File: config.mk
export PLATFORM = sky130hd
export DESIGN_NAME = ums_kin
export DESIGN_NICKNAME = d
export VERILOG_FILES = /design/src/sv/ums_pkg.sv /design/src/sv/ums_kin.sv
export SDC_FILE = /design/constraint.sdc
export NUM_CORES = 2
export LEC_CHECK = 0
export ABC_AREA = 1
export BUFFER_PORTS_ARGS = -buffer_cell sky130_fd_sc_hd__buf_2
export CELL_PAD_IN_SITES_DETAIL_PLACEMENT = 0
export CELL_PAD_IN_SITES_GLOBAL_PLACEMENT = 1
export CORE_ASPECT_RATIO = 0.5
export CORE_MARGIN = 2
export CORE_UTILIZATION = 54
export DETAILED_ROUTE_END_ITERATION = 6
export PLACE_DENSITY_LB_ADDON = 0.1
export SYNTH_ARGS = -nofsm -noshare
export SYNTH_HDL_FRONTEND = slang
export SYNTH_SLANG_ARGS = --single-unit
export TNS_END_PERCENT = 5
File: constraint.sdc
create_clock -name clk -period 36.7 [get_ports clk]
set_input_delay 5.505 -clock clk [delete_from_list [all_inputs] [get_ports clk]]
set_output_delay 5.505 -clock clk [all_outputs]
set_load 0.1 [all_outputs]
File: src/sv/ums_pkg.sv
// ============================================================================
// Unicycle motion step package
// Shared constants, register indexes, the arctangent table and the side-band
// word that travels down the pipeline next to the arithmetic.
// ============================================================================
package ums_pkg;

    localparam int CORDIC_STAGES = 16;

    // Angles in Q.16 radians.
    localparam logic signed [19:0] TWO_PI  = 20'sd411775;
    localparam logic signed [19:0] PI      = 20'sd205887;
    localparam logic signed [19:0] HALF_PI = 20'sd102944;
    localparam logic [18:0]        TWO_PI_MAG = 19'd411775;

    // Limit gain of the rotation in Q.30.
    localparam logic signed [32:0] CORDIC_GAIN = 33'sd652032874;

    // Reciprocal of 2*pi (Q.16) scaled by 2^RECIP_SHIFT, rounded down.
    localparam int          RECIP_SHIFT  = 40;
    localparam logic [21:0] TWO_PI_RECIP = 22'((64'd1 << RECIP_SHIFT) / 64'd411775);

    typedef enum logic [3:0] {
        REG_MAX_SPEED = 4'd0,
        REG_MAX_TURN  = 4'd1
    } cfg_reg_t;

    // Fields that ride along with each item. travel and heading are filled in
    // by the stage that first knows them.
    typedef struct packed {
        logic signed [31:0] px;
        logic signed [31:0] py;
        logic [23:0]        speed;
        logic signed [23:0] turn_rate;
        logic [24:0]        travel;
        logic signed [19:0] heading;
    } ums_side_t;

    function automatic logic signed [19:0] atan_q16(input int idx);
        logic signed [19:0] res;
        unique case (idx)
            0:       res = 20'sd51472;
            1:       res = 20'sd30386;
            2:       res = 20'sd16055;
            3:       res = 20'sd8150;
            4:       res = 20'sd4091;
            5:       res = 20'sd2047;
            6:       res = 20'sd1024;
            7:       res = 20'sd512;
            8:       res = 20'sd256;
            9:       res = 20'sd128;
            10:      res = 20'sd64;
            11:      res = 20'sd32;
            12:      res = 20'sd16;
            13:      res = 20'sd8;
            14:      res = 20'sd4;
            15:      res = 20'sd2;
            16:      res = 20'sd1;
            default: res = 20'sd0;
        endcase
        return res;
    endfunction

endpackage

File: src/sv/ums_kin.sv
// ============================================================================
// Unicycle motion step: rate update
// Four stages: acceleration products, clamp and round of the new rates,
// trapezoid products, and rounding of heading change and distance.
// ============================================================================
module ums_kin
    import ums_pkg::*;
(
    input  logic               clk,
    input  logic               rst_n,
    input  logic [23:0]        vmax,
    input  logic [22:0]        wmax,
    input  logic               up_valid,
    output logic               up_rdy,
    input  logic signed [31:0] pos_x,
    input  logic signed [31:0] pos_y,
    input  logic signed [19:0] heading,
    input  logic [23:0]        speed,
    input  logic signed [23:0] turn_rate,
    input  logic signed [23:0] accel,
    input  logic signed [23:0] turn_accel,
    input  logic [15:0]        step_time,
    output logic               dn_valid,
    input  logic               dn_rdy,
    output logic signed [25:0] ang_raw,
    output ums_side_t          side
);

    localparam int NS = 4;

    logic [NS-1:0] v_reg;
    logic [NS:0]   rdy;

    assign rdy[NS] = dn_rdy;
    genvar g;
    generate
        for (g = 0; g < NS; g++) begin : g_rdy
            assign rdy[g] = !v_reg[g] || rdy[g+1];
        end
    endgenerate

    always_ff @(posedge clk or negedge rst_n)
    begin
        if (!rst_n)
        begin
            v_reg <= '0;
        end
        else
        begin
            if (rdy[0])
            begin
                v_reg[0] <= up_valid;
            end
            for (int i = 1; i < NS; i++)
            begin
                if (rdy[i])
                begin
                    v_reg[i] <= v_reg[i-1];
                end
            end
        end
    end

    assign up_rdy   = rdy[0];
    assign dn_valid = v_reg[NS-1];

    // Stage 1: acceleration times step.
    logic signed [40:0] pv1_reg, pw1_reg;
    logic [23:0]        vo1_reg;
    logic signed [23:0] wo1_reg;
    logic [15:0]        dt1_reg;
    logic signed [19:0] hd1_reg;
    ums_side_t          side1_reg;
    ums_side_t          side1_next;
    logic signed [40:0] pv1_next, pw1_next;

    assign pv1_next = accel * $signed({1'b0, step_time});
    assign pw1_next = turn_accel * $signed({1'b0, step_time});

    always_comb
    begin
        side1_next           = '0;
        side1_next.px        = pos_x;
        side1_next.py        = pos_y;
    end

    always_ff @(posedge clk)
    begin
        if (rdy[0])
        begin
            pv1_reg   <= pv1_next;
            pw1_reg   <= pw1_next;
            vo1_reg   <= speed;
            wo1_reg   <= turn_rate;
            dt1_reg   <= step_time;
            hd1_reg   <= heading;
            side1_reg <= side1_next;
        end
    end

    // Stage 2: new rates, clamped in Q.32 and rounded half up to Q.16.
    logic signed [41:0] vs, ws, vs_r, ws_r, vmax_ext, wmax_ext;
    logic [23:0]        vn2_next;
    logic signed [23:0] wn2_next;
    logic [23:0]        vn2_reg, vo2_reg;
    logic signed [23:0] wn2_reg, wo2_reg;
    logic [15:0]        dt2_reg;
    logic signed [19:0] hd2_reg;
    ums_side_t          side2_reg;
    ums_side_t          side2_next;

    assign vs       = $signed({2'b00, vo1_reg, 16'd0}) + 42'(pv1_reg);
    assign ws       = 42'($signed({wo1_reg, 16'd0})) + 42'(pw1_reg);
    assign vs_r     = vs + 42'sd32768;
    assign ws_r     = ws + 42'sd32768;
    assign vmax_ext = $signed({2'b00, vmax, 16'd0});
    assign wmax_ext = $signed({3'b000, wmax, 16'd0});

    always_comb
    begin
        priority if (vs > vmax_ext)
        begin
            vn2_next = vmax;
        end
        else if (vs < 42'sd0)
        begin
            vn2_next = '0;
        end
        else
        begin
            vn2_next = vs_r[39:16];
        end

        priority if (ws > wmax_ext)
        begin
            wn2_next = $signed({1'b0, wmax});
        end
        else if (ws < -wmax_ext)
        begin
            wn2_next = -$signed({1'b0, wmax});
        end
        else
        begin
            wn2_next = ws_r[39:16];
        end
    end

    always_comb
    begin
        side2_next           = side1_reg;
        side2_next.speed     = vn2_next;
        side2_next.turn_rate = wn2_next;
    end

    always_ff @(posedge clk)
    begin
        if (rdy[1])
        begin
            vn2_reg   <= vn2_next;
            wn2_reg   <= wn2_next;
            vo2_reg   <= vo1_reg;
            wo2_reg   <= wo1_reg;
            dt2_reg   <= dt1_reg;
            hd2_reg   <= hd1_reg;
            side2_reg <= side2_next;
        end
    end

    // Stage 3: step times the sum of old and new rate.
    logic signed [24:0] wsum;
    logic [24:0]        vsum;
    logic signed [41:0] pw3_reg, pw3_next;
    logic [40:0]        pv3_reg, pv3_next;
    logic signed [19:0] hd3_reg;
    ums_side_t          side3_reg;

    assign wsum     = 25'(wo2_reg) + 25'(wn2_reg);
    assign vsum     = {1'b0, vo2_reg} + {1'b0, vn2_reg};
    assign pw3_next = wsum * $signed({1'b0, dt2_reg});
    assign pv3_next = 41'(vsum) * 41'(dt2_reg);

    always_ff @(posedge clk)
    begin
        if (rdy[2])
        begin
            pw3_reg   <= pw3_next;
            pv3_reg   <= pv3_next;
            hd3_reg   <= hd2_reg;
            side3_reg <= side2_reg;
        end
    end

    // Stage 4: halve and round, then add the heading change.
    logic signed [41:0] dh_full;
    logic [41:0]        dist_full;
    logic signed [24:0] dh;
    logic signed [25:0] ang4_reg;
    ums_side_t          side4_reg;
    ums_side_t          side4_next;

    assign dh_full   = pw3_reg + 42'sd65536;
    assign dist_full = 42'(pv3_reg) + 42'd65536;
    assign dh        = dh_full[41:17];

    always_comb
    begin
        side4_next        = side3_reg;
        side4_next.travel = dist_full[41:17];
    end

    always_ff @(posedge clk)
    begin
        if (rdy[3])
        begin
            ang4_reg  <= 26'(hd3_reg) + 26'(dh);
            side4_reg <= side4_next;
        end
    end

    assign ang_raw = ang4_reg;
    assign side    = side4_reg;

endmodule

# Word level (Yosys, flattened, before mapping)
# Index checks and enable logic that the tools add are counted.
# word_totals
inputBits,247
elab_cells,65
regBits,808
output_inout_bits,185
# classes
multipliers,4
add_sub_neg,11
reduce_logical,8
magnitude_cmp,4
muxes,4
# op_table
op,n
multiplier 24 x 17 -> 41 bit,2
"adder 40 x 17 -> 40 bit, second input constant",2
2-to-1 mux 24 bit,3
adder 24 x 24 -> 25 bit,2
adder 40 x 41 -> 42 bit,1
"adder 41 x 17 -> 42 bit, second input constant",1
adder 41 x 41 -> 42 bit,1
"adder 42 x 18 -> 42 bit, second input constant",1
> comparator 42 x 40 -> 1 bit,1
> comparator 42 x 41 -> 1 bit,1
"< comparator 42 x 1 -> 1 bit, second input constant",1
< comparator 42 bit,1
multiplier 25 x 17 -> 42 bit,1
negation 39 -> 42 bit,1
multiplier 25 x 16 -> 41 bit,1
adder 20 x 25 -> 26 bit,1
negation 23 -> 24 bit,1
2-to-1 mux 23 bit,1
logical NOT 1 bit,4
logical OR 1 bit,4

# Logic depth before layout (Yosys ltp)
# depth
word_depth,5
mapped_depth,41
mapped_depth_nobuf,40

# Worst setup path after synthesis
# No wires, ideal clock.
# synth_timing
path_kind,in2out
startpoint,in dn_rdy
endpoint,out up_rdy
path_slack_ns,12.914
n_path_buf,0
t_arrival_ns,18.281
required_time_ns,31.195
stages,6
cell_sequence,nor2_1 -> inv_1 -> nor2_1 -> inv_1 -> nor2_1 -> nand2_1
# synth_between
elab_chain_len,4
# synth_rtl
element,line_no,text
start: declaration,ums_kin.sv:24,"input logic dn_rdy,"
logical OR 1 bit,ums_kin.sv:38,assign rdy[g] = !v_reg[g] || rdy[g+1];
named net rdy[3],ums_kin.sv:32,logic [NS:0] rdy;
logical OR 1 bit,ums_kin.sv:38,
named net rdy[2],ums_kin.sv:32,
logical OR 1 bit (2 in a row),ums_kin.sv:38,
end: declaration,ums_kin.sv:14,"output logic up_rdy,"
# The timed path passes the listed nets, and every way through them passes these cells.

# Worst setup path in the final report
# Same ends and word-level chain as after synthesis.

==> reports/summary.txt <==
Largest register FFs = 137
Setup crit end kind = output pin
setup bufs post-CTS = 0
crit path launch type = primary input
antenna-violating nets left = 0
sequential share of the synthesized area = 0.254
syn avg cell area = 9.10 um^2
CTS Buf Count = 75
placed insts = 12522
Tmin final = 13520 ps
Avg WL per Cell = 19.4 um
IO Port Bufs = 411
Worst Path Max Fanout = 82
vias = 66175
# rows = 106
Final period util = 0.368
pin count of the biggest net entering global routing = 83
ys async rst share = 0.00515
Clock Skew = 46.5 ps
Initial Utilization = 0.546
grt total ovfl = 0
clock root cell = clkbuf_16
number of flops mapped to enable cells by yosys = 772
final setup vio count = 0
hold buffers post-CTS = 0
reg-to-reg startpoint = side2_reg[69]$_DFFE_PP_
Yosys top cell area share = 0.321
vias in the first global route = 67816
antenna violations before repair = 20
fin cells = 12666
setup_tns = 0 ps
main area contributors after synthesis = fa_1, edfxtp_1, inv_1
clock sink count = 776
Die Width = 586 um
Worst-Skew Late Latency = 720 ps
Reg clk slew, reported paths = 70 ps
HPWL after DPL = 196000 um
die footprint = 173000 um^2
cell with the most instances after synthesis = inv_1
Slew Viols, Final = 0
Crit path arrival time = 8010 ps
RSZ-0062 raised after global routing = false
number of DRC markers in iteration 0 = 5037
crit path from = dn_rdy
run status = complete, no violations
Core ar. = 168000 um^2
Max-slew headroom = 0.186
CTS Buffer Depth = 3
layout cells sized above 1 = 0.0790
post-CTS sizing = 0
RD Place Congestion = 0.932
TritonRoute pass-1 iters = 6
Post-Syn Area = 91500 um^2
CTS tree = done
main flop type after synthesis = edfxtp_1
Critical Path RT = 31190 ps
Worst Max-Slew Pin Slew = 1220 ps
largest area contributor in the netlist = fa_1
Mapped Cells = 10061
Ys Warns = 0
chip height = 295 um
Max Clk Rate = 74.0 MHz
Netlist cell types = 60
Synth top cells by count = inv_1, nand2_1, fa_1, edfxtp_1, nor2_1
IO Pins = 432
Hold Path Class = flop to flop
Fin. Hold Viols = 0
H-tree levels = 3
Overall Global Routing Usage = 0.292
CP Class = primary input to output pin
#FFs+latches synth = 776
Hold Path Origin = side2_reg[123]$_DFFE_PP_
detailed-route DRC error count = 0
max-cap viol count = 0
Synth-to-Final Area Change = 7.48%
first-pass GRT wire length = 386000 um
# nets final = 12658
vias per cell = 5.22
final wirelength = 246000 um
==> placed cells by master (no fill, tap or decap), types with 46 or more instances in the layout <==
| master | count |
|---|---|
| or2_2 | 112 |
| nand3_1 | 226 |
| xor2_1 | 167 |
| nand4_1 | 93 |
| a21oi_1 | 344 |
| nor2_1 | 659 |
| xnor2_1 | 92 |
| clkbuf_16 | 75 |
| o21ai_0 | 185 |
| nor3_1 | 46 |
| edfxtp_1 | 772 |
| buf_2 | 411 |
| nand2_1 | 2094 |
| buf_4 | 78 |
| inv_1 | 2516 |
| ha_1 | 613 |
| fa_1 | 1467 |
==> stage by stage <==
step	setup WS, ps	instance area, um^2	hold slack [ps]	utilization
final	23180	98400	410	0.586
after global routing	22980	98400	410	0.586
after CTS	23120	98400	404	0.586
after detailed placement	23110	95900	405	0.571
after global placement	23130	95900	400	0.571
after floorplan	12910	91600	400	-
==> cell families after synthesis <==
family          after synthesis  share of synthesized area
simple gates               3348                      0.151
other cells                   1                  0.0000410
buf+inv                    2866                      0.119
fa+ha+maj                  2080                      0.405
flops                       776                      0.254
compound gates              715                     0.0435
xor+xnor                    275                     0.0274
==> routing by layer <==
layer | global-route usage | part of all wire
met3 | 0.0532 | 0.079
met5 | 0 | 0
met1 | 0.442 | 0.47
met2 | 0.441 | 0.43
met4 | 0.0628 | 0.020
==> cell type report <==
cell class / count / area, um^2
clock inverter: 51 / 586
timing repair buffer: 489 / 2640
tap: 2268 / 2840
sequential: 776 / 23300
multi-input combinational: 6438 / 57500
antenna: 9 / 22.5
inverter: 2551 / 9600
fill: 15124 / 69400
clock buffer: 84 / 1910
==> worst paths after layout <==
path	slack, ps	end	depth (start not counted)
worst max-delay path	23180	up_rdy	8
worst min-delay path	410	side3_reg[123]$_DFFE_PP_	0
worst max register to register	27840	pv3_reg[36]$_DFFE_PP_	34
worst min register to register	410	side3_reg[123]$_DFFE_PP_	0
max in group asynchronous	31990	v_reg[3]$_DFFE_PN0P_	1
min in group asynchronous	4590	v_reg[0]$_DFFE_PN0P_	1
==> worst max-delay path, cell delays in order <==
cell	delay, ps
buf_2	100
nor2_1	230
inv_6	210
nor2_1	350
inv_8	260
nor2_1	510
nand2_4	370
buf_2	420
Power is left out: the tool's default activity adds up to more than one toggle a clock period on the data nets, which glitch-free logic cannot reach.
