===== src/sv/ums_pkg.sv =====
// ============================================================================
// Unicycle motion step package
// Shared constants, register indexes, the arctangent table and the side-band
// word that travels down the pipeline next to the arithmetic.
// ============================================================================
package ums_pkg;

    localparam int CORDIC_STAGES = 16;

    // Angles in Q.16 radians.
    localparam logic signed [19:0] TWO_PI  = 20'sd411775;
    localparam logic signed [19:0] PI      = 20'sd205887;
    localparam logic signed [19:0] HALF_PI = 20'sd102944;
    localparam logic [18:0]        TWO_PI_MAG = 19'd411775;

    // Limit gain of the rotation in Q.30.
    localparam logic signed [32:0] CORDIC_GAIN = 33'sd652032874;

    // Reciprocal of 2*pi (Q.16) scaled by 2^RECIP_SHIFT, rounded down.
    localparam int          RECIP_SHIFT  = 40;
    localparam logic [21:0] TWO_PI_RECIP = 22'((64'd1 << RECIP_SHIFT) / 64'd411775);

    typedef enum logic [3:0] {
        REG_MAX_SPEED = 4'd0,
        REG_MAX_TURN  = 4'd1
    } cfg_reg_t;

    // Fields that ride along with each item. travel and heading are filled in
    // by the stage that first knows them.
    typedef struct packed {
        logic signed [31:0] px;
        logic signed [31:0] py;
        logic [23:0]        speed;
        logic signed [23:0] turn_rate;
        logic [24:0]        travel;
        logic signed [19:0] heading;
    } ums_side_t;

    function automatic logic signed [19:0] atan_q16(input int idx);
        logic signed [19:0] res;
        unique case (idx)
            0:       res = 20'sd51472;
            1:       res = 20'sd30386;
            2:       res = 20'sd16055;
            3:       res = 20'sd8150;
            4:       res = 20'sd4091;
            5:       res = 20'sd2047;
            6:       res = 20'sd1024;
            7:       res = 20'sd512;
            8:       res = 20'sd256;
            9:       res = 20'sd128;
            10:      res = 20'sd64;
            11:      res = 20'sd32;
            12:      res = 20'sd16;
            13:      res = 20'sd8;
            14:      res = 20'sd4;
            15:      res = 20'sd2;
            16:      res = 20'sd1;
            default: res = 20'sd0;
        endcase
        return res;
    endfunction

endpackage


===== src/sv/ums_wrap.sv =====
// ============================================================================
// Unicycle motion step: heading wrap
// Remainder modulo 2*pi by reciprocal multiply with one correction, then the
// fold of the angle into plus or minus pi/2 for the rotation unit.
// ============================================================================
module ums_wrap
    import ums_pkg::*;
(
    input  logic               clk,
    input  logic               rst_n,
    input  logic               up_valid,
    output logic               up_rdy,
    input  logic signed [25:0] ang_raw,
    input  ums_side_t          up_side,
    output logic               dn_valid,
    input  logic               dn_rdy,
    output logic signed [19:0] z,
    output logic               flip,
    output ums_side_t          dn_side
);

    localparam int NS = 3;

    logic [NS-1:0] v_reg;
    logic [NS:0]   rdy;

    assign rdy[NS] = dn_rdy;
    genvar g;
    generate
        for (g = 0; g < NS; g++) begin : g_rdy
            assign rdy[g] = !v_reg[g] || rdy[g+1];
        end
    endgenerate

    always_ff @(posedge clk or negedge rst_n)
    begin
        if (!rst_n)
        begin
            v_reg <= '0;
        end
        else
        begin
            if (rdy[0])
            begin
                v_reg[0] <= up_valid;
            end
            for (int i = 1; i < NS; i++)
            begin
                if (rdy[i])
                begin
                    v_reg[i] <= v_reg[i-1];
                end
            end
        end
    end

    assign up_rdy   = rdy[0];
    assign dn_valid = v_reg[NS-1];

    // Stage 1: magnitude and its scaled quotient estimate.
    logic [24:0] mag, mag1_reg;
    logic        sgn1_reg;
    logic [46:0] prod1_reg;
    ums_side_t   side1_reg;

    assign mag = ang_raw[25] ? 25'(-ang_raw) : 25'(ang_raw);

    always_ff @(posedge clk)
    begin
        if (rdy[0])
        begin
            mag1_reg  <= mag;
            sgn1_reg  <= ang_raw[25];
            prod1_reg <= 47'(mag) * 47'(TWO_PI_RECIP);
            side1_reg <= up_side;
        end
    end

    // Stage 2: remainder, corrected once, sign restored (truncating remainder).
    logic [6:0]         quot;
    logic [25:0]        rem0, rem1;
    logic [18:0]        rem;
    logic signed [19:0] wrapped;
    ums_side_t          side2_reg;
    ums_side_t          side2_next;

    assign quot    = prod1_reg[46:RECIP_SHIFT];
    assign rem0    = 26'(mag1_reg) - 26'(quot) * 26'(TWO_PI_MAG);
    assign rem1    = (rem0 >= 26'(TWO_PI_MAG)) ? rem0 - 26'(TWO_PI_MAG) : rem0;
    assign rem     = rem1[18:0];
    assign wrapped = sgn1_reg ? -$signed({1'b0, rem}) : $signed({1'b0, rem});

    always_comb
    begin
        side2_next         = side1_reg;
        side2_next.heading = wrapped;
    end

    always_ff @(posedge clk)
    begin
        if (rdy[1])
        begin
            side2_reg <= side2_next;
        end
    end

    // Stage 3: fold into plus or minus pi/2; a fold by pi flips the result sign.
    logic signed [19:0] a0, a1;
    logic               f1;
    logic signed [19:0] z3_reg;
    logic               f3_reg;
    ums_side_t          side3_reg;

    always_comb
    begin
        a0 = side2_reg.heading;
        priority if (a0 > PI)
        begin
            a0 = a0 - TWO_PI;
        end
        else if (a0 < -PI)
        begin
            a0 = a0 + TWO_PI;
        end
        else
        begin
            a0 = a0;
        end

        priority if (a0 > HALF_PI)
        begin
            a1 = a0 - PI;
            f1 = 1'b1;
        end
        else if (a0 < -HALF_PI)
        begin
            a1 = a0 + PI;
            f1 = 1'b1;
        end
        else
        begin
            a1 = a0;
            f1 = 1'b0;
        end
    end

    always_ff @(posedge clk)
    begin
        if (rdy[2])
        begin
            z3_reg    <= a1;
            f3_reg    <= f1;
            side3_reg <= side2_reg;
        end
    end

    assign z       = z3_reg;
    assign flip    = f3_reg;
    assign dn_side = side3_reg;

endmodule


===== config.mk =====
export PLATFORM = sky130hd
export DESIGN_NAME = ums_wrap
export DESIGN_NICKNAME = d
export VERILOG_FILES = /design/src/sv/ums_pkg.sv /design/src/sv/ums_wrap.sv
export SDC_FILE = /design/constraint.sdc
export NUM_CORES = 1
export LEC_CHECK = 0
export ABC_AREA = 1
export BUFFER_PORTS_ARGS = -buffer_cell sky130_fd_sc_hd__buf_2
export CORE_MARGIN = 2
export CORE_UTILIZATION = 30
export CTS_CLUSTER_DIAMETER = 80
export CTS_CLUSTER_SIZE = 14
export DETAILED_ROUTE_END_ITERATION = 10
export HOLD_SLACK_MARGIN = 0.12
export MAX_ROUTING_LAYER = met4
export SETUP_SLACK_MARGIN = 0.05
export SYNTH_ARGS = -nofsm -noshare
export SYNTH_HDL_FRONTEND = slang
export SYNTH_SLANG_ARGS = --single-unit

===== constraint.sdc =====
create_clock -name clk -period 11.2 [get_ports clk]
set_input_delay 0.56 -clock clk [delete_from_list [all_inputs] [get_ports clk]]
set_output_delay 0.56 -clock clk [all_outputs]
set_load 0.005 [all_outputs]

# ---- After elaboration in Yosys (flattened, before gate mapping)
# Cells that the tools add are included.
dict set report word_totals {
  reg_bits 548
  input_bits 187
  elab_cells 55
}
dict set report op_classes {
  n_addsub 8
  multipliers 2
  n_lt_le_gt_ge 5
  n_mux 8
  n_reduce_logical 6
}
# operator count
set ops {}
lappend ops {{2-to-1 mux 20 bit} 4}
lappend ops {{multiplier 25 x 22 -> 47 bit, second input constant} 1}
lappend ops {{2-to-1 mux 19 bit} 2}
lappend ops {{greater-or-equal comparator 26 x 19 -> 1 bit, second input constant} 1}
lappend ops {{multiplier 7 x 19 -> 26 bit, second input constant} 1}
lappend ops {{subtractor 25 x 26 -> 26 bit} 1}
lappend ops {{2-to-1 mux 25 bit} 1}
lappend ops {{negation 25 bit} 1}
lappend ops {{adder 20 x 19 -> 20 bit, second input constant} 1}
lappend ops {{adder 20 bit, second input constant} 1}
lappend ops {{> comparator 20 x 18 -> 1 bit, second input constant} 1}
lappend ops {{> comparator 20 x 19 -> 1 bit, second input constant} 1}
lappend ops {{< comparator 20 x 18 -> 1 bit, second input constant} 1}
lappend ops {{< comparator 20 x 19 -> 1 bit, second input constant} 1}
lappend ops {{negation 19 -> 20 bit} 1}
lappend ops {{subtractor 20 x 19 -> 20 bit, second input constant} 1}
lappend ops {{subtractor 20 bit, second input constant} 1}
lappend ops {{subtractor 19 bit, second input constant} 1}
lappend ops {{zero test 1 bit} 3}
lappend ops {{logical OR 1 bit} 3}
lappend ops {{2-to-1 mux 1 bit} 1}

# ---- Depth between registers and ports, before layout
# Gate-level depths: netlist of the first run.
dict set report logic_depth {
  depth_word 6
  ltp_mapped 41
}

# ---- Worst setup path after synthesis of the first run
# No wires, ideal clock.
dict set report synth_timing {
  path_type {input-to-output}
  startpoint {input port dn_rdy}
  endpoint {output port up_rdy}
  arrival_ps 8427
  setup_slack_ps 2213
  stages 4
  n_path_buf 0
  path_cell_list {inv_1 > nand2_1 > nor2_1 > nand2_1}
}
dict set report synth_via {
  elab_chain_len 3
}
# element line
set synth_rtl {}
lappend synth_rtl {{from (decl)} ums_wrap.sv:16} ;# input logic dn_rdy,
lappend synth_rtl {{logical OR 1 bit} ums_wrap.sv:31} ;# assign rdy[g] = !v_reg[g] || rdy[g+1];
lappend synth_rtl {{net rdy[2]} ums_wrap.sv:25} ;# logic [NS:0] rdy;
lappend synth_rtl {{logical OR 1 bit (2 in series)} ums_wrap.sv:31}
lappend synth_rtl {{to (decl)} ums_wrap.sv:12} ;# output logic up_rdy,
# The timed path passes the listed nets, and every way through them passes these cells.

# ---- Worst setup path after layout of the first run
dict set report layout_timing {
  startpoint {input port ang_raw[0]}
  endpoint {register prod1_reg[41] (data pin)}
}
dict set report layout_via {
  elab_chain_len 3
}
# element line
set layout_rtl {}
lappend layout_rtl {{from (decl)} ums_wrap.sv:13} ;# input logic signed [25:0] ang_raw,
lappend layout_rtl {{negation 25 bit} ums_wrap.sv:66} ;# assign mag = ang_raw[25] ? 25'(-ang_raw) : 25'(ang_raw);
lappend layout_rtl {{2-to-1 mux 25 bit} ums_wrap.sv:66}
lappend layout_rtl {{net mag[14]} ums_wrap.sv:61} ;# logic [24:0] mag, mag1_reg;
lappend layout_rtl {{multiplier 25 x 22 -> 47 bit} ums_wrap.sv:74} ;# prod1_reg <= 47'(mag) * 47'(TWO_PI_RECIP);
lappend layout_rtl {{to (signal assigned)} ums_wrap.sv:74}
lappend layout_rtl {{to (decl)} ums_wrap.sv:63} ;# logic [46:0] prod1_reg;
# The timed path passes the listed nets, and every way through them passes these cells.
# A chain may end at the register's enable or synchronous reset.

==> flow_summary.toml, run 1 <==
[critical_path]
slowest_delay_ns = 0.60
reg2reg_slack_ns = 4.81
crit_start = "ang_raw[0]"
r2r_cells = 30
cp_common_cell = "inv_1"
r2r-end = "side2_reg[12]"
worstSetupPathType = "input pin to flop"
crit_family = "adder cells"
critical_path_arrival_ns = 9.86
crit_buf_inv = 12
required_ns = 11.53
crit_fanout = 10
crit_slowest_cell = "fa_1"
start_kind = "input pin"
timing.rr.start = "prod1_reg[42]"
end_kind = "flop"

[route]
wire_per_inst_um = 15.6
vias = 21900
drc_errors = 0
drtIter0Drc = 1165
via_per_inst = 4.25
antenna_left = 0
drt_wl_total_um = 80400
dr.pass1.iters = 5

[flow_run]
maxCapViolations = 0

[min_path]
hp-start = "up_side[92]"
hold_depth = 1
hold_end = "side1_reg[92]"
hold_class = "input pin to flop"

[synth]
synth_cells = 3141
synth_flop_cell = "edfxtp_1"
ys_seq_area_share_pct = 45.9
async_reset_ff_share_pct = 0.591
synth_seq_cells = 508
syn_nets = 3845
syn_avg_cell_area_um2 = 10.6
synth_warnings = 0
synth_cell_types = 60
synth_edf_count = 505
netlist_area_um2 = 33200

[sta]
fin_crit_ns = 9.53
clock_skew_ns = 0.0328
setup_viol = 0
max_slew.worst_pin.slew_ns = 1.03
fin_tns_setup_ns = 0
rsz0062_at_grt = "no"
slew_viol_final = 0
max-slew-margin-rel_pct = 31.1
fmax_ghz = 0.105
fin_crit_sh_pct = 85.1
final-hold-violation-count = 0

[finish]
layout_commonest_cell = "inv_1"
drive_gt1_share_pct = 14.9
area_growth_syn_to_layout_pct = 18.6
nets = 4340
stdcell_count = 5148
final_cell_mix = "inv_1 (693), nand2_1 (641), edfxtp_1 (505)"

[floorplanning]
rows = 122
start_util_pct = 30.1
die_y_um = 337
fp.dieW_um = 337
core_area_um2 = 110000
dieArea_um2 = 113000
io_pins = 367

[global_route]
grt_max_degree = 89
gr-usage-all-layers_pct = 14.5
overflow = 0
grt_pass1_vias = 21700
antenna_found_initial = 2
grt_pass1_wl_um = 123000

[placed_design]
gp_congestion = 0.914
dp.cells = 4963
portBuffers = 346
hpwl_um = 65200

[cts]
clkSinkCount = 508
cts_tree = "done"
cts_hold_buf = 111
cts_max_level = 2
clk_path_buf_depth = 3
numCtsBuffers = 47
worstSkewPairLatency_ns = 0.61
clockRootBuffer = "clkbuf_16"
clk_pin_slew_worst_paths_ns = 0.06
post_cts_buffers = 0
post_cts_resize_count = 0

[outcome]
status = "completed"
[worst reg2reg max path: cells and delay by family, from the launching register on]
| family | cells | cell delay (ns) |
|---|---|---|
| xor gates and xnor gates | 2 | 0.47 |
| AOI/OAI and AO/OA | 1 | 0.14 |
| DFF | 1 | 0.57 |
| adders and majority gates | 6 | 2.68 |
| and+or+nand+nor | 16 | 1.78 |
| buffers and inverters | 5 | 0.49 |
[metal layers]
metal	vias to the layer above	GRT usage [%]	share of wire [%]
li1	11000	-	-
met1	10300	18.7	44
met4	0	3.89	2.7
met5	-	-	0
met2	440	23.6	48
met3	95	2.45	4.8
[cells in the mapped netlist (all sizes together), types with 3 or more instances]
library cell / number / area [µm²]
inv: 716 / 2690
nand2: 681 / 2690
edfxtp: 505 / 15200
ha: 264 / 3300
fa: 253 / 5060
nor2: 168 / 732
nand3: 146 / 761
xor2: 81 / 717
o21ai: 75 / 394
a21oi: 72 / 379
nor3: 39 / 220
nand4: 29 / 181
buf: 24 / 193
xnor2: 13 / 114
nand3b: 8 / 63.8
or2: 8 / 50.1
a31oi: 6 / 37.5
clkbuf: 6 / 22.5
a21o: 5 / 37.5
nor4: 5 / 37.5
o21bai: 5 / 37.5
o31ai: 4 / 30.0
a21boi: 3 / 33.8
and2: 3 / 18.8
dfrtp: 3 / 75.1
o2111ai: 3 / 26.3
o211ai: 3 / 22.5
[final cells by class]
class                      instances  area, µm²
inverter                         717       2700
tap                             1488       1860
clock inverter                    15        293
antenna                            3       7.51
timing repair buffer             476       2990
sequential                       508      15200
multi-input combinational       1886      15100
fill                           11000      70800
clock buffer                      55       1220
[cell families after synthesis]
logic type	after synthesis	share of synthesized area, %
compound gates	187	3.29
xor+xnor	94	2.50
fa+ha+maj	517	25.2
buf+inv	747	8.76
flops	508	45.9
simple gates	1088	14.3
[how the worst max path moves through the flow]
stage	to	slack, ns	cells past startpoint
after floorplan	up_rdy	2.21	4
after detailed placement	prod1_reg[41]	1.17	34
after global placement	prod1_reg[43]	1.21	33
final	prod1_reg[41]	1.67	34
after CTS	prod1_reg[41]	1.79	34
after global routing	prod1_reg[41]	1.24	34
[stage by stage]
stage | util (%) | cell area (µm²) | hold slack [ns] | setup slack, ns
6_report | 35.7 | 39400 | 0.158 | 1.67
5_1_grt | 35.7 | 39400 | 0.121 | 1.24
4_1_cts | 35.7 | 39300 | 0.120 | 1.79
3_5_place_dp | 33.3 | 36700 | 0.359 | 1.17
3_3_place_gp | 33.3 | 36700 | 0.358 | 1.21
2_1_floorplan | - | 33200 | 0.264 | 2.21
Power of run 1 is not shown: default switching activity piles up to over one toggle a cycle in this logic, so the estimate is an artifact.
==> run 2, diff against run 1 <==
MAX_ROUTING_LAYER = not set   (was met4)
==> run 2 against run 1 <==
  * Fmax fell by 0.23%
  * First-iteration DRC count up 11%
  * Cell area about the same
  * Register-to-register slack about the same
  * Final cell count about the same
  * Worst setup slack got worse by 0.022 ns
  * Largest cell class unchanged
==> flow_summary.toml, run 2 (synthesis gave the netlist of run 1 again) <==
[outcome]
status = "completed"

[critical_path]
required_ns = 11.54
crit_fanout = 10
cp_common_cell = "inv_1"
critical_path_arrival_ns = 9.89
worstSetupPathType = "input pin to flop"
crit_slowest_cell = "o21ai_0"
start_kind = "input pin"
end_kind = "flop"
slowest_delay_ns = 0.66

[global_route]
grt_pass1_wl_um = 122000
top_usage_layer = "met2"
grt_pass1_vias = 21900
grt_use_met1_pct = 18.4
grt_max_degree = 92
overflow = 0
gr-usage-all-layers_pct = 13.9
antenna_found_initial = 5
grt_use_met3_pct = 2.25
met2_usage_pct = 23.4

[route]
dr.pass1.iters = 8
wire_per_inst_um = 15.6
drtIter0Drc = 1288
drc_errors = 0
antenna_left = 0
vias = 22000
drt_wl_total_um = 80100
via_per_inst = 4.27

[finish]
layout_commonest_cell = "inv_1"
utilization_pct = 35.7
nFillCells = 11100
final_cell_mix = "inv_1 (693), nand2_1 (641), edfxtp_1 (505)"
stdcell_area_um2 = 39300
area_growth_syn_to_layout_pct = 18.6
nets = 4339
drive_gt1_share_pct = 14.9

[cts]
worstSkewPairLatency_ns = 0.60
clkSinkCount = 508
cts_tree = "done"
clockRootBuffer = "clkbuf_16"
numCtsBuffers = 48
post_cts_resize_count = 0
cts_max_level = 2
clk_pin_slew_worst_paths_ns = 0.07
clk_path_buf_depth = 3

[floorplanning]
start_util_pct = 30.1
fp.dieW_um = 337
rows = 122
io_pins = 367
dieArea_um2 = 113000
die_y_um = 337
core_area_um2 = 110000

[sta]
rsz0062_at_grt = "no"
clock_skew_ns = 0.0378
fin_crit_sh_pct = 85.3
fin_tns_setup_ns = 0
layout_setup_ws_ns = 1.65
max-slew-margin-rel_pct = 31.6
max_slew.worst_pin.slew_ns = 1.02
fin_crit_ns = 9.55
fmax_ghz = 0.105
final-hold-violation-count = 0
setup_viol = 0
slew_viol_final = 0

[flow_run]
maxCapViolations = 0

[placed_design]
placed_area_um2 = 36700
gp_congestion = 0.934
pre_cts_slack_ns = 1.20
hpwl_um = 64800
portBuffers = 346

[min_path]
hold_class = "input pin to flop"
==> run 2: stage by stage <==
stage / cells / hold slack [ns]
final: 5147 / 0.163
after global placement: 4962 / 0.359
after detailed placement: 4962 / 0.362
after CTS: 5144 / 0.120
after global routing: 5147 / 0.123
after floorplan: 3141 / 0.264
==> run 2: final timing paths <==
kind	start	endpoint	slack, ns	cells after the start
hold reg to reg	side2_reg[56]	dn_side[56]	0.39	0
min in group asynchronous	rst_n	v_reg[2]	0.33	2
hold / removal	up_side[137]	side1_reg[137]	0.16	1
max in group asynchronous	rst_n	v_reg[1]	10.76	2
setup / recovery	ang_raw[0]	prod1_reg[41]	1.65	34
setup reg to reg	prod1_reg[44]	side2_reg[12]	4.81	30
==> run 2: routing by layer <==
| metal | up-vias | wire length, µm |
|---|---|---|
| met5 | - | 0 |
| met4 | 0 | 2400 |
| met3 | 105 | 3670 |
| met2 | 471 | 38500 |
| met1 | 10400 | 35500 |
| li1 | 11000 | - |
==> run 2: area by class of cell <==
class	count	area (µm²)	share of cell area (%)
repair buffers	474	2970	7.55
well taps	1488	1860	4.73
multi-input cells	1886	15100	38.3
clock buffers	55	1230	3.12
flip-flops and latches	508	15200	38.7
diodes	3	7.51	0.0191
clock inverters	16	285	0.725
inverters	717	2700	6.85
==> run 2: critical path, delay by kind of cell <==
| kind | cells | cell delay (ns) |
|---|---|---|
| adder cells (fa/ha/maj) | 8 | 3.99 |
| AND/OR/NAND/NOR | 10 | 2.36 |
| buffers and inverters | 10 | 1.10 |
| AO/OA/AOI/OAI | 4 | 1.09 |
| XOR/XNOR | 2 | 0.77 |
==> run 2: what timing repair did <==
action                                 in CTS  in global routing
buffers inserted                            0                  0
hold buffers                              111                  0
setup endpoints to repair                   0                  0
endpoints found under the hold margin     113                  0
Power of run 2 is left out for the same reason.
